`config.mk`:
```
export PLATFORM = sky130hd
export DESIGN_NAME = track_lifecycle_confirmer_unit
export DESIGN_NICKNAME = d
export VERILOG_FILES = /design/src/design/tlc_pkg.sv /design/src/design/track_lifecycle_confirmer_unit.sv
export SDC_FILE = /design/constraint.sdc
export NUM_CORES = 1
export LEC_CHECK = 0
export BUFFER_PORTS_ARGS = -buffer_cell sky130_fd_sc_hd__buf_2
export CORE_MARGIN = 2
export CORE_UTILIZATION = 50
export CTS_BUF_LIST = sky130_fd_sc_hd__clkbuf_4 sky130_fd_sc_hd__clkbuf_8
export CTS_CLUSTER_SIZE = 10
export DETAILED_ROUTE_END_ITERATION = 8
export PLACE_DENSITY = 0.78
export SYNTH_ARGS = -nofsm -noshare
export SYNTH_HDL_FRONTEND = slang
export SYNTH_SLANG_ARGS = --single-unit
```
`constraint.sdc`:
```
create_clock -name i_clk -period 5.2 [get_ports i_clk]
set_input_delay 0.78 -clock i_clk [delete_from_list [all_inputs] [get_ports i_clk]]
set_output_delay 0.78 -clock i_clk [all_outputs]
set_load 0.05 [all_outputs]
```
`src/design/tlc_pkg.sv`:
```
// ----------------------------------------------------------------------------
// tlc_pkg
// Shared types, widths and codes for the track lifecycle confirmer.
// ----------------------------------------------------------------------------
package tlc_pkg;

    localparam int COUNT_BITS = 8;
    localparam int TIMER_BITS = 16;

    localparam int NEEDED_BITS = 8;
    localparam int TIMEOUT_BITS = 16;
    localparam int CFG_DATA_BITS = 16;
    localparam int CFG_INDEX_BITS = 2;

    // Wide enough to compare a count or a timeout of any allowed width.
    localparam int CMP_BITS = 33;

    localparam logic [CMP_BITS-1:0] TIMER_MAX_W =
        (CMP_BITS'(1) << TIMER_BITS) - CMP_BITS'(1);
    localparam logic [COUNT_BITS-1:0] COUNT_MAX = '1;

    // Configuration register indexes.
    localparam logic [CFG_INDEX_BITS-1:0] REG_NEEDED_SIGHTINGS = 2'd0;
    localparam logic [CFG_INDEX_BITS-1:0] REG_LOSE_TIMEOUT     = 2'd1;
    localparam logic [CFG_INDEX_BITS-1:0] REG_LOCK_TIMEOUT     = 2'd2;

    localparam logic [NEEDED_BITS-1:0]  NEEDED_RESET = 8'd3;
    localparam logic [TIMEOUT_BITS-1:0] LOSE_RESET   = 16'd30;
    localparam logic [TIMEOUT_BITS-1:0] LOCK_RESET   = 16'd30;

    // Operation codes.
    localparam logic OP_TICK     = 1'b0;
    localparam logic OP_SIGHTING = 1'b1;

    // Lifecycle codes.
    localparam logic [1:0] LC_HYPO    = 2'd0;
    localparam logic [1:0] LC_TRACKED = 2'd1;
    localparam logic [1:0] LC_LOST    = 2'd2;

    // Event codes.
    localparam logic [1:0] EV_NONE        = 2'd0;
    localparam logic [1:0] EV_NEW_OBJECT  = 2'd1;
    localparam logic [1:0] EV_DISAPPEARED = 2'd2;
    localparam logic [1:0] EV_REAPPEARED  = 2'd3;

    typedef struct packed {
        logic opcode;
        logic inconsistent_flag;
    } t_in_item;

    typedef struct packed {
        logic [1:0] event_code;
        logic       delete_request;
        logic [1:0] lifecycle_state;
    } t_out_item;

    // A timeout register larger than the timer saturates at the timer's maximum.
    function automatic logic [TIMER_BITS-1:0] clamp_timer(
        input logic [TIMEOUT_BITS-1:0] v
    );
        logic [CMP_BITS-1:0] wide;
        wide = CMP_BITS'(v);
        if (wide > TIMER_MAX_W) begin
            return TIMER_MAX_W[TIMER_BITS-1:0];
        end
        return wide[TIMER_BITS-1:0];
    endfunction

endpackage

```
`src/design/track_lifecycle_confirmer_unit.sv`:
```
// ----------------------------------------------------------------------------
// track_lifecycle_confirmer_unit
// M-of-N confirmation and deletion of one tracked object.
// ----------------------------------------------------------------------------
// Usage:
// Each input transfer carries either a sighting of the object or a tick of
// time, with a flag that forces a tracked object to be lost on a tick. Every
// input transfer produces exactly one output transfer with the event code,
// the sticky delete request and the lifecycle state after that item.
// The state update happens in the cycle of the input transfer and the result
// sits in an output register, so one item can be taken every cycle while
// the receiver takes results. The result register is the only storage
// between the two sides: input ready stays high while the result register
// is empty or being drained in the same cycle. When the receiver stalls,
// the held result blocks further input until it is taken.
// Configuration is a plain write port (enable, index, data) and is meant to
// be written only while no transfer is in flight.
// Reset is synchronous and active low: the object returns to hypothetical
// with zero count, zero countdown and no delete mark, the registers return
// to three sightings and timeouts of 30 ticks, and the result register empties.
// ----------------------------------------------------------------------------
module track_lifecycle_confirmer_unit (
    input  logic                              i_clk,
    input  logic                              i_rst_n,
    input  logic                              i_in_valid,
    output logic                              o_in_ready,
    input  tlc_pkg::t_in_item                 i_in,
    output logic                              o_out_valid,
    input  logic                              i_out_ready,
    output tlc_pkg::t_out_item                o_out,
    input  logic                              i_cfg_we,
    input  logic [tlc_pkg::CFG_INDEX_BITS-1:0] i_cfg_index,
    input  logic [tlc_pkg::CFG_DATA_BITS-1:0]  i_cfg_data
);
    import tlc_pkg::*;

    logic [NEEDED_BITS-1:0]  r_needed;
    logic [TIMEOUT_BITS-1:0] r_lose_timeout;
    logic [TIMEOUT_BITS-1:0] r_lock_timeout;

    logic [1:0]            r_lifecycle, n_lifecycle;
    logic [COUNT_BITS-1:0] r_count, n_count;
    logic [TIMER_BITS-1:0] r_countdown, n_countdown;
    logic                  r_delete, n_delete;
    logic [1:0]            n_event;

    logic      r_out_valid;
    t_out_item r_out;

    logic accept;
    logic count_met;
    logic [TIMER_BITS-1:0] loaded;

    assign o_in_ready  = !r_out_valid || i_out_ready;
    assign accept      = i_in_valid && o_in_ready;
    assign o_out_valid = r_out_valid;
    assign o_out       = r_out;

    assign count_met = CMP_BITS'(r_count) >= CMP_BITS'(r_needed);

    always_comb begin
        n_lifecycle = r_lifecycle;
        n_count     = r_count;
        n_countdown = r_countdown;
        n_delete    = r_delete;
        n_event     = EV_NONE;
        loaded      = r_countdown;
        if (i_in.opcode == OP_SIGHTING) begin
            if (r_lifecycle == LC_TRACKED) begin
                n_countdown = clamp_timer(r_lose_timeout);
            end else begin
                if (r_count == '0) begin
                    n_countdown = clamp_timer(r_lock_timeout);
                end
                if (r_count != COUNT_MAX) begin
                    n_count = r_count + COUNT_BITS'(1);
                end
            end
        end else begin
            unique case (r_lifecycle)
                LC_TRACKED: begin
                    if (r_countdown == '0 || i_in.inconsistent_flag) begin
                        n_event     = EV_DISAPPEARED;
                        n_lifecycle = LC_LOST;
                        n_count     = '0;
                    end
                end
                LC_LOST: begin
                    if (count_met) begin
                        n_event     = EV_REAPPEARED;
                        n_lifecycle = LC_TRACKED;
                        loaded      = clamp_timer(r_lose_timeout);
                    end else if (r_countdown == '0) begin
                        n_count = '0;
                    end
                end
                default: begin
                    // Hypothetical, and any unused code treated the same way.
                    n_lifecycle = LC_HYPO;
                    if (count_met) begin
                        n_event     = EV_NEW_OBJECT;
                        n_lifecycle = LC_TRACKED;
                        loaded      = clamp_timer(r_lose_timeout);
                    end else if (r_countdown == '0) begin
                        n_delete = 1'b1;
                    end
                end
            endcase
            // The timer counts down after any reload on the same tick.
            n_countdown = (loaded != '0) ? loaded - TIMER_BITS'(1) : loaded;
        end
    end

    always_ff @(posedge i_clk) begin
        if (!i_rst_n) begin
            r_needed       <= NEEDED_RESET;
            r_lose_timeout <= LOSE_RESET;
            r_lock_timeout <= LOCK_RESET;
            r_lifecycle    <= LC_HYPO;
            r_count        <= '0;
            r_countdown    <= '0;
            r_delete       <= 1'b0;
            r_out_valid    <= 1'b0;
        end else begin
            if (i_cfg_we) begin
                unique case (i_cfg_index)
                    REG_NEEDED_SIGHTINGS: r_needed <= i_cfg_data[NEEDED_BITS-1:0];
                    REG_LOSE_TIMEOUT:     r_lose_timeout <= i_cfg_data;
                    REG_LOCK_TIMEOUT:     r_lock_timeout <= i_cfg_data;
                    default: begin
                    end
                endcase
            end
            if (accept) begin
                r_lifecycle <= n_lifecycle;
                r_count     <= n_count;
                r_countdown <= n_countdown;
                r_delete    <= n_delete;
                r_out_valid <= 1'b1;
            end else if (i_out_ready) begin
                r_out_valid <= 1'b0;
            end
        end
    end

    always_ff @(posedge i_clk) begin
        if (accept) begin
            r_out.event_code      <= n_event;
            r_out.delete_request  <= n_delete;
            r_out.lifecycle_state <= n_lifecycle;
        end
    end

endmodule

```
==> impl_metrics.yaml <==
placed_design:
  dp_hpwl_mm: 8.00
  gp_congestion: 0.890
  place.port_buffers: 31
  dp.cells: 670
floorplanning:
  core_area_mm2: 0.00872
  die_area_mm2: 0.00973
  io_pins: 32
  start_util: 0.514
  die_y_um: 98.7
  rows: 34
  die_x_um: 98.7
timing:
  setup_viol: 0
  fin_skew_ns: 0.0122
  period_minus_slack_ns: 4.27
  relSlewSlack: 0.313
  setup_tns_ns: 0
  tightest_slew_ns: 1.03
  rsz0062_at_grt: "false"
  finalHoldViolations: 0
  max_freq_mhz: 234
  fin_crit_sh: 0.821
  drv_slew: 0
pwr:
  swShare: 0.329
  combPwrFrac: 0.231
  p_sw_mw: 0.459
  power.leakage_nw: 1.81
  pwr-share-seq: 0.448
  p_per_area_mw_per_mm2: 287
  p_int_mw: 0.937
  ir_drop_mv: 0.152
  clkPwrFrac: 0.321
global_route:
  track_usage: 0.236
  grt_pass1_wl_mm: 18.6
  antenna_found_initial: 0
  grt_max_degree: 70
  gr-total-overflow: 0
  grt_pass1_vias: 3790
min_path:
  hold_end: "r_lock_timeout[12]"
  hold_class: "reg2reg"
  hold_depth: 2
  min_from: "r_lock_timeout[12]"
clock_tree:
  cts.sinks: 73
  htreeDepth: 3
  cts.path.max_buffers: 2
  cts_setup_buffers: 0
  cts_root_buf: "clkbuf_8"
  ctsResizeCount: 0
  cts_made_buffers: 9
  insertion_delay_ns: 0.36
  cts_tree: "built"
  hold_buffers: 0
  path_clk_slew_ns: 0.08
route:
  ant_nets: 0
  drc_errors: 0
  first_pass_iters: 5
  vias: 4192
  drtIter0Drc: 355
  wl_mm: 11.5
  via_per_inst: 6.11
  post_drt_wl_per_cell_um: 16.7
critical_path:
  timing.rr.start: "r_count[0]"
  cp_data_required_time_ns: 5.40
  path_class: "reg2reg"
  crit_arrival_ns: 4.47
  worstRegToRegCells: 14
  cp_max_fo: 11
  start_kind: "register"
  rrSetupSlack_ns: 0.93
  endpoint_kind: "register"
  r2r_end: "r_countdown[4]"
synth:
  syn_area_mm2: 0.00448
  async_flop_share: 0
  yosysTopAreaCell: "dfxtp_1"
  post-synth-top-area-fraction: 0.304
  synth-edff-count: 5
  synth_nets: 599
  synth_top_flop_cell: "dfxtp_1"
  synthTopCellsByArea: "dfxtp_1 (30%), nand2_1 (8.0%), mux2i_1 (4.7%)"
  ys_seq_area_frac: 0.337
  synth_area_per_cell_um2: 8.00
  ys_types: 70
  synthCells: 560
  ys_ff_latch: 73
  ys_warn_count: 0
final_layout:
  drive_gt1_frac: 0.118
  antenna_cells: 0
  nets: 612
  final_cells: 686
  fillers: 802
  final_common_cell: "nand2_1"
  area_growth_pct: 8.46
  layout_common_cells: "nand2_1 (95), dfxtp_1 (68), buf_2 (31), nand3_1 (30)"
flow_run:
  cap_violations: 0
run_status:
  status: "finished, final reports clean"
==> sequential cells by signal, summed over array words and instances, names as in the netlist <==
name / count
r_countdown: 16
o_out: 5
r_lifecycle: 2
r_needed: 8
r_lock_timeout: 16
o_out_valid: 1
r_lose_timeout: 16
r_delete: 1
r_count: 8
==> metal layers <==
metal,vias to the layer above,part of all wire,global-route usage
met5,-,0,0
met4,0,0.014,0.0643
met3,18,0.065,0.0454
met2,157,0.46,0.364
met1,1950,0.46,0.339
li1,2067,-,-
==> cell type report <==
class / count / area (um^2) / area share
clock buffers: 9 / 124 / 0.0255
clock inverters: 7 / 70.1 / 0.0144
inverters: 19 / 71.3 / 0.0147
multi-input cells: 435 / 2760 / 0.568
flip-flops and latches: 73 / 1510 / 0.311
well taps: 108 / 135 / 0.0278
repair buffers: 35 / 185 / 0.0381
==> worst max-delay path by stage <==
stage | to | start | depth (start not counted)
after global routing | r_countdown[2] | r_count[0] | 14
after CTS | r_countdown[4] | r_count[0] | 14
after global placement | r_countdown[4] | r_count[0] | 14
after detailed placement | r_countdown[4] | r_count[0] | 14
final | r_countdown[4] | r_count[0] | 14
after floorplan | r_countdown[4] | r_count[0] | 15
==> through the flow <==
stage / cell area [um^2] / power (mW) / util / hold WS, ns / setup WS, ns
after detailed placement: 4660 / 0.951 / 0.535 / 0.458 / 0.992
after global placement: 4660 / 0.946 / 0.535 / 0.449 / 1.17
after CTS: 4860 / 1.40 / 0.557 / 0.471 / 0.964
final: 4860 / 1.40 / 0.557 / 0.469 / 0.933
after global routing: 4860 / 1.47 / 0.557 / 0.489 / 0.551
after floorplan: 4480 / 0.871 / - / 0.440 / 1.40
==> critical path, stage by stage, from the launching register on <==
cell and delay (ns):
dfxtp_1 0.34, inv_1 0.09, ha_1 0.28, nand2b_1 0.15, a2111o_1 0.45, a21o_1 0.31
nand2_1 0.31, mux2i_1 0.28, ha_1 0.31, nor4b_1 0.37, nand4_1 0.35, nor3b_1 0.26
a2111o_1 0.38, a21oi_1 0.14, o22ai_1 0.10
==> power groups by stage <==
stage	sequential [mW]	clock (mW)	combinational (mW)
2_1_floorplan	0.639	0	0.232
3_3_place_gp	0.637	0	0.309
3_5_place_dp	0.638	0	0.313
4_1_cts	0.625	0.454	0.316
5_1_grt	0.630	0.484	0.353
6_report	0.626	0.448	0.322
==> cell families after synthesis <==
family / Yosys count / share of synthesized area
XOR/XNOR: 17 / 0.0332
flip-flops: 73 / 0.337
adder cells (fa/ha/maj): 14 / 0.0391
AO/OA/AOI/OAI: 140 / 0.217
multiplexers: 24 / 0.0545
AND/OR/NAND/NOR: 240 / 0.273
buffers and inverters: 52 / 0.0461
==> synth_stat cells, types with 3 or more instances <==
cell type   n
nor4_1      7
o21ai_0    27
a211oi_1    8
a21oi_1    26
and3_1      4
nand3_1    30
a31oi_1     4
nor2_1     25
nand4_1     9
and4_1      4
mux2i_1    21
or3_1      12
buf_1       3
a221oi_1    3
a21boi_0   27
nor3_1     14
dfxtp_1    68
xnor2_1    15
edfxtp_1    5
nand2b_1    4
o211ai_1    7
mux2_2      3
nand2_1    95
clkbuf_1   26
nand3b_1    3
nor2b_1     9
or4_1       3
nor4b_1     3
a21o_1      5
inv_1      19
o221a_2     3
ha_1       14
and2_1      3
Note: power is estimated with default switching activity, not from simulation.
